--- src/hdl/cpd_pkg.sv ---
// Shared constants and types for the camera packet deframer.
package cpd_pkg;

    // Header bytes that open each of the three sections of a packet.
    localparam logic [7:0] HDR_FIRST  = 8'd201;
    localparam logic [7:0] HDR_SECOND = 8'd202;
    localparam logic [7:0] HDR_THIRD  = 8'd203;

    // Offset taken off every Y byte.
    localparam logic [8:0] Y_BIAS = 9'd100;

    // A hidden object reports x of zero and y of minus one hundred.
    localparam logic [8:0] HIDDEN_Y = 9'h19C;

    // Field widths.
    localparam int XW = 8;
    localparam int YW = 9;
    localparam int CW = 32;

    // Result word packed onto the master tdata bus, padded to whole bytes.
    localparam int RESULT_W = 3 * XW + 3 * YW + 3 + 2 * CW;
    localparam int TDATA_W  = ((RESULT_W + 7) / 8) * 8;

    // One decoded packet; the last field sits in the lowest bits when packed.
    typedef struct packed {
        logic [CW-1:0]        resync_count;
        logic [CW-1:0]        packet_count;
        logic                 blue_seen;
        logic                 yellow_seen;
        logic                 ball_seen;
        logic signed [YW-1:0] blue_y;
        logic [XW-1:0]        blue_x;
        logic signed [YW-1:0] yellow_y;
        logic [XW-1:0]        yellow_x;
        logic signed [YW-1:0] ball_y;
        logic [XW-1:0]        ball_x;
    } result_t;

    // Y byte with the bias removed, in 9-bit two's complement.
    function automatic logic [YW-1:0] y_of(input logic [XW-1:0] b);
        y_of = {1'b0, b} - Y_BIAS;
    endfunction

    // Visibility flag: clear only for the hidden-object code.
    function automatic logic seen(input logic [XW-1:0] x, input logic [YW-1:0] y);
        seen = !((x == '0) && (y == HIDDEN_Y));
    endfunction

endpackage

--- src/hdl/camera_packet_deframer.sv ---
// Camera packet deframer: frames 9-byte coordinate packets from a byte stream.
//
//  Channel   Direction  Word contents
//  s_axis    in         rx_byte, one received serial byte
//  m_axis    out        ball/yellow/blue coordinates, seen flags, both counters
//
// One byte is taken every clock while the input is not held back. Each byte is
// held in an input register, then the phase decoder updates the parse state and,
// on the last byte of a packet, loads the result register, from which the word
// is presented. aresetn is synchronous and clears the phase, both counters and
// both valid flags. A stalled result only holds back the input when the byte in
// the input register is the last byte of a packet.
module camera_packet_deframer (
    input  logic                       aclk,
    input  logic                       aresetn,
    input  logic                       s_axis_tvalid,
    output logic                       s_axis_tready,
    input  logic [7:0]                 s_axis_tdata,   // [7:0] rx_byte
    output logic                       m_axis_tvalid,
    input  logic                       m_axis_tready,
    // [7:0] ball_x, [16:8] ball_y, [24:17] yellow_x, [33:25] yellow_y,
    // [41:34] blue_x, [50:42] blue_y, [51] ball_seen, [52] yellow_seen,
    // [53] blue_seen, [85:54] packet_count, [117:86] resync_count, rest zero
    output logic [cpd_pkg::TDATA_W-1:0] m_axis_tdata
);

    // Parse phases.
    localparam logic [3:0] PH_IDLE     = 4'd0;
    localparam logic [3:0] PH_BALL_X   = 4'd1;
    localparam logic [3:0] PH_BALL_Y   = 4'd2;
    localparam logic [3:0] PH_HDR_2    = 4'd3;
    localparam logic [3:0] PH_YEL_X    = 4'd4;
    localparam logic [3:0] PH_YEL_Y    = 4'd5;
    localparam logic [3:0] PH_HDR_3    = 4'd6;
    localparam logic [3:0] PH_BLUE_X   = 4'd7;
    localparam logic [3:0] PH_BLUE_Y   = 4'd8;

    logic                       in_valid_reg;
    logic [cpd_pkg::XW-1:0]     in_byte_reg;
    logic [3:0]                 phase_reg, phase_next;
    logic [cpd_pkg::XW-1:0]     ball_x_reg, yel_x_reg, blue_x_reg;
    logic [cpd_pkg::YW-1:0]     ball_y_reg, yel_y_reg;
    logic [cpd_pkg::CW-1:0]     decoded_reg, decoded_next;
    logic [cpd_pkg::CW-1:0]     resync_reg, resync_next;
    logic                       out_valid_reg;
    cpd_pkg::result_t           out_reg, out_next;
    logic                       produces;
    logic                       out_free;
    logic                       advance;
    logic [cpd_pkg::YW-1:0]     cur_y;

    // Handshake: a byte leaves the input register unless it would need a full result slot.
    assign produces      = (phase_reg == PH_BLUE_Y);
    assign out_free      = !out_valid_reg || m_axis_tready;
    assign advance       = in_valid_reg && (!produces || out_free);
    assign s_axis_tready = !in_valid_reg || advance;

    // Input register.
    always_ff @(posedge aclk) begin
        if (!aresetn) begin
            in_valid_reg <= 1'b0;
        end else if (s_axis_tready) begin
            in_valid_reg <= s_axis_tvalid;
        end
        if (s_axis_tready && s_axis_tvalid) begin
            in_byte_reg <= s_axis_tdata;
        end
    end

    assign cur_y = cpd_pkg::y_of(in_byte_reg);

    // Phase decoder and counters.
    always_comb begin
        phase_next   = phase_reg;
        resync_next  = resync_reg;
        decoded_next = decoded_reg;
        case (phase_reg)
            PH_BALL_X: phase_next = PH_BALL_Y;
            PH_BALL_Y: phase_next = PH_HDR_2;
            PH_HDR_2: begin
                if (in_byte_reg == cpd_pkg::HDR_SECOND) begin
                    phase_next = PH_YEL_X;
                end else begin
                    resync_next = resync_reg + 1'b1;
                    phase_next  = (in_byte_reg == cpd_pkg::HDR_FIRST) ? PH_BALL_X : PH_IDLE;
                end
            end
            PH_YEL_X: phase_next = PH_YEL_Y;
            PH_YEL_Y: phase_next = PH_HDR_3;
            PH_HDR_3: begin
                if (in_byte_reg == cpd_pkg::HDR_THIRD) begin
                    phase_next = PH_BLUE_X;
                end else begin
                    resync_next = resync_reg + 1'b1;
                    phase_next  = (in_byte_reg == cpd_pkg::HDR_FIRST) ? PH_BALL_X : PH_IDLE;
                end
            end
            PH_BLUE_X: phase_next = PH_BLUE_Y;
            PH_BLUE_Y: begin
                decoded_next = decoded_reg + 1'b1;
                phase_next   = PH_IDLE;
            end
            default: begin
                phase_next = (in_byte_reg == cpd_pkg::HDR_FIRST) ? PH_BALL_X : PH_IDLE;
            end
        endcase
    end

    // Result word assembled from the captured bytes and the final Y byte.
    always_comb begin
        out_next.ball_x       = ball_x_reg;
        out_next.ball_y       = ball_y_reg;
        out_next.yellow_x     = yel_x_reg;
        out_next.yellow_y     = yel_y_reg;
        out_next.blue_x       = blue_x_reg;
        out_next.blue_y       = cur_y;
        out_next.ball_seen    = cpd_pkg::seen(ball_x_reg, ball_y_reg);
        out_next.yellow_seen  = cpd_pkg::seen(yel_x_reg, yel_y_reg);
        out_next.blue_seen    = cpd_pkg::seen(blue_x_reg, cur_y);
        out_next.packet_count = decoded_next;
        out_next.resync_count = resync_reg;
    end

    // Parse state and counters.
    always_ff @(posedge aclk) begin
        if (!aresetn) begin
            phase_reg   <= PH_IDLE;
            decoded_reg <= '0;
            resync_reg  <= '0;
        end else if (advance) begin
            phase_reg   <= phase_next;
            decoded_reg <= decoded_next;
            resync_reg  <= resync_next;
        end
    end

    // Coordinate capture; no reset, each is written before any packet uses it.
    always_ff @(posedge aclk) begin
        if (advance) begin
            if (phase_reg == PH_BALL_X) ball_x_reg <= in_byte_reg;
            if (phase_reg == PH_BALL_Y) ball_y_reg <= cur_y;
            if (phase_reg == PH_YEL_X)  yel_x_reg  <= in_byte_reg;
            if (phase_reg == PH_YEL_Y)  yel_y_reg  <= cur_y;
            if (phase_reg == PH_BLUE_X) blue_x_reg <= in_byte_reg;
        end
    end

    // Result register.
    always_ff @(posedge aclk) begin
        if (!aresetn) begin
            out_valid_reg <= 1'b0;
        end else if (advance && produces) begin
            out_valid_reg <= 1'b1;
        end else if (m_axis_tready) begin
            out_valid_reg <= 1'b0;
        end
        if (advance && produces) begin
            out_reg <= out_next;
        end
    end

    assign m_axis_tvalid = out_valid_reg;
    assign m_axis_tdata  = {{(cpd_pkg::TDATA_W - cpd_pkg::RESULT_W){1'b0}}, out_reg};

    // The phase never leaves the range of defined codes.
    a_phase_range: assert property (@(posedge aclk) disable iff (!aresetn)
        phase_reg <= PH_BLUE_Y)
        else $error("parse phase out of range");

    // Finishing a packet always loads a result word for the output.
    a_result_loaded: assert property (@(posedge aclk) disable iff (!aresetn)
        advance && produces |=> m_axis_tvalid && (decoded_reg == out_reg.packet_count))
        else $error("finished packet not presented");

    // The resync counter only moves on a consumed byte in a header phase.
    a_resync_source: assert property (@(posedge aclk) disable iff (!aresetn)
        $past(aresetn) && (resync_reg != $past(resync_reg)) |->
            $past(advance) && ($past(phase_reg) == PH_HDR_2 || $past(phase_reg) == PH_HDR_3))
        else $error("resync counter moved outside a header phase");

    // The packet counter only moves when a result is produced.
    a_decoded_source: assert property (@(posedge aclk) disable iff (!aresetn)
        $past(aresetn) && (decoded_reg != $past(decoded_reg)) |-> m_axis_tvalid)
        else $error("packet counter moved without a result");

endmodule

--- config.mk ---
export PLATFORM = sky130hd
export DESIGN_NAME = camera_packet_deframer
export DESIGN_NICKNAME = d
export VERILOG_FILES = /design/src/hdl/cpd_pkg.sv /design/src/hdl/camera_packet_deframer.sv
export SDC_FILE = /design/constraint.sdc
export NUM_CORES = 1
export LEC_CHECK = 0
export BUFFER_PORTS_ARGS = -buffer_cell sky130_fd_sc_hd__clkbuf_2
export CAP_MARGIN = 25
export CORE_ASPECT_RATIO = 0.5
export CORE_MARGIN = 5
export CORE_UTILIZATION = 30
export DETAILED_ROUTE_END_ITERATION = 12
export SYNTH_ARGS = -nofsm -noshare
export SYNTH_HDL_FRONTEND = slang
export SYNTH_SLANG_ARGS = --single-unit
--- constraint.sdc ---
create_clock -name aclk -period 10.9 [get_ports aclk]
set_clock_uncertainty 0.2 [all_clocks]
set_input_delay 0.545 -clock aclk [delete_from_list [all_inputs] [get_ports aclk]]
set_output_delay 0.545 -clock aclk [all_outputs]
set_load 0.005 [all_outputs]
==> summary.md <==
| Metric | Value |
|---|---|
| Routed vias/inst | `4.63` |
| Worst r2r src | `phase_reg[0]` |
| RSZ-0062 raised after global routing | `false` |
| CP Data Required Time | `11.12 ns` |
| Worst Path Max Fanout | `68` |
| Total Routing Usage GR | `~11%` |
| Die Wd | `261 um` |
| Largest net degree at the start of global routing | `around 70` |
| Dominant cell type by area after synthesis | `edfxtp_1` |
| R2r endpoint | `decoded_reg[24]` |
| Cells after Synth | `between 700 and 800` |
| Initial Util | `a little under a third` |
| CTS Hold Buffers Added | `1` |
| Antenna violations before repair | `0` |
| Ys flop type | `edfxtp_1` |
| Hold Fails Final Rpt | `0` |
| Vias in the first global route | `5984` |
| Number of cells on the critical path | `6` |
| Syn_area_per_cell | `approximately 13 um2` |
| Outcome | `completed` |
| CTS sink count | `around 240` |
| Post-synth design cell area | `roughly 9400 um2` |
| GR peak layer | `met2` |
| Ant. Diodes | `0` |
| CTS buffer count | `24` |
| Area Growth Syn to Fin | `19.5%` |
| Asr flop ratio synth | `0%` |
| Setup-failing EPs final | `0` |
| Io pins | `~130` |
| Design area | `approximately 11000 um2` |
| Crit path max-delay cell type | `and3_4` |
| Slew HR | `30.0%` |
| Leakage | `3.98 nW` |
| Library cells used by synthesis | `58` |
| F_max | `roughly 0.24 GHz` |
| Period utilisation layout | `a little under two fifths` |
| Final WL | `20700 um` |
| VDD IR max | `between 70 and 80 uV` |
| Placer Congestion | `a little under 0.8` |
| Fin crit period | `roughly 4.2 ns` |
| Worst reg2reg path depth | `6` |
| Crit-path leading delay family | `simple AND/OR/NAND/NOR gates` |
| Critical path's largest stage delay | `around 0.92 ns` |
| Vias | `a little over 6000` |
| Setup Buffers After CTS | `0` |
| Clk_lat worst skew | `~0.50 ns` |
| Worst path arrival time | `4.38 ns` |
| Share of cells above drive strength 1 | `20.2%` |
| Reg area | `around 6400 um2` |
| Core Rows | `45` |
| Detailed Routing Iterations Pass 1 | `4` |
| Clock Tree Root | `clkbuf_16` |
| First DRT Iteration DRCs | `262` |
| Max H-tree Level | `1` |
| Number of synthesized flops with an enable pin | `168` |
| Hold WC Path Type | `primary input to register` |
| Worst Setup SP | `phase_reg[0]` |
| Worst-path clk slew | `~0.060 ns` |
| CTS tree | `done` |
| Antenna Violating Nets Remaining | `0` |
| Core area | `slightly above 30000 um2` |
| Synthesized flop and latch total | `approximately 240` |
| Drt drc | `0` |
| Worst Path Buf+Inv | `1` |
| Post-DP HPWL | `14500 um` |
| Die area | `~35000 um2` |
| Cts repair resizes | `0` |
| Met1 Usage GRT | `14.2%` |
| GR Util met2 | `about a fifth` |
| Max-slew violation count | `0` |
| Worst R2R Setup Slack | `between 6 and 7 ns` |
| Die height | `roughly 140 um` |
| Yosys warning total | `0` |
| Area of the multi-input gates | `approximately 2800 um2` |
| GR Overflow Total | `0` |
| Crit start category | `register` |
| End point of the critical path | `decoded_reg[24]` |
| Clk buf depth | `3` |
| CP Capture Type | `register` |
| WS Path Type | `register to register` |
| Fill cells | `a little under 3000` |
| Worst-path cell chain | `nor4b_2 -> and3_4 -> buf_4 -> nand4_1 -> or3_1 -> a21oi_1` |
| Max_cap viols | `0` |
| PD cells | `about 160 nW/um2` |
| Worst Hold Margin | `between 0.03 and 0.04 ns` |
| Placed inst area | `approximately 11000 um2` |
| Nets | `slightly below 900` |
| Met3 Use GR | `around 2%` |
| Port bufs | `roughly 130` |
| Synth area leaders | `edfxtp_1 (53%), dfxtp_1 (15%), xnor2_1 (3.9%), xor2_1 (2.5%), nand2_1 (2.4%)` |
| Post-synth top area share | `a little over half` |
| Routed WL per cell | `15.8 um` |
| First-pass GRT wire length | `between 30000 and 40000 um` |
| Fin Setup TNS | `0 ns` |
| Max reg flops | `around 120` |
| Least-Margin Pin Slew | `between 1 and 1.5 ns` |
| Sequential cell area fraction in the yosys report | `68.2%` |
area by class of cell:
cell class | count | area share [%]
clock buffers | 31 | 5.74
clock inverters | 12 | 0.665
inverters | 13 | 0.432
multi-input cells | 452 | 25.1
flip-flops and latches | 238 | 57.1
well taps | 423 | 4.69
repair buffers | 138 | 6.25
cell usage after synthesis (8+ instances only):
cell type	n
a21oi_1	27
and3_1	10
and4_1	8
clkbuf_1	22
dfxtp_1	70
edfxtp_1	168
inv_1	13
mux2i_1	10
nand2_1	61
nand2b_1	14
nand3_1	26
nand4_1	21
nor2_1	55
nor3_1	15
nor4_1	11
o21ai_0	25
or3_1	20
xnor2_1	42
xor2_1	27
cells in the final DEF (no fill, tap or decap), types with 6 or more instances in the layout:
cell	synthesis	layout
clkbuf_1	22	6
nand2b_1	14	14
a211oi_1	7	7
or4_1	6	6
o21ai_0	25	24
dfxtp_1	70	70
or3_1	20	20
and2_1	7	7
nor2_1	55	55
nor4_1	11	11
a21oi_1	27	27
xnor2_1	42	42
clkinv_1	0	9
clkbuf_16	0	25
nand2_1	61	61
mux2i_1	10	10
inv_1	13	12
nor3_1	15	15
clkbuf_2	0	131
edfxtp_1	168	168
nand4_1	21	21
xor2_1	27	27
and3_1	10	9
nand3_1	26	26
and4_1	8	8
cell families (layout without fill, tap and decap cells):
kind of cell / after synthesis / in the layout / share of synthesized area (%)
AND/OR/NAND/NOR: 288 / 288 / 16.8
flip-flops: 238 / 238 / 68.2
AO/OA/AOI/OAI: 77 / 77 / 4.83
XOR/XNOR: 69 / 69 / 6.40
buffers and inverters: 40 / 194 / 1.84
multiplexers: 11 / 11 / 1.18
adder cells (fa/ha/maj): 5 / 5 / 0.662
other: 1 / 2 / 0.0397
metal layers:
layer | vias up | wire [um]
met5 | - | 0
met4 | 0 | 518
met3 | 32 | 773
met2 | 102 | 10500
met1 | 2944 | 8850
li1 | 2971 | -
worst min-delay path by stage:
stage | startpoint | end | slack, ns | cells after the start
after global routing | s_axis_tdata[1] | in_byte_reg[1] | 0.009 | 1
final | s_axis_tdata[0] | in_byte_reg[0] | 0.03 | 1
after detailed placement | yel_y_reg[8] | m_axis_tdata[33] | 0.23 | 0
after global placement | yel_y_reg[8] | m_axis_tdata[33] | 0.23 | 0
after floorplan | ball_y_reg[6] | m_axis_tdata[14] | 0.22 | 0
after CTS | s_axis_tdata[0] | in_byte_reg[0] | 0.007 | 1
worst register-to-register path, stage by stage, from the launching register on:
cell	delay [ns]
dfxtp_1	0.46
nor4b_2	0.87
and3_4	0.92
buf_4	0.76
nand4_1	0.32
or3_1	0.39
a21oi_1	0.16
where the power goes:
part	internal [W]	switching (W)	total, W
sequential	0.000969	0.0000116	0.000980
combinational	0.0000108	0.0000214	0.0000322
clock	0.000440	0.000322	0.000762
total	0.00142	0.000355	0.00177
per-stage QoR:
stage / utilization [%] / power [W] / setup slack (ns) / instances
after floorplan: - / 0.00102 / 7.06 / 730
after global placement: 34.3 / 0.00103 / 6.90 / 1260
after detailed placement: 34.4 / 0.00103 / 6.72 / 1263
after CTS: 36.8 / 0.00180 / 6.71 / 1307
after global routing: 36.8 / 0.00184 / 6.34 / 1307
final: 36.8 / 0.00177 / 6.75 / 1307
Note: power is estimated with default switching activity, not from simulation.
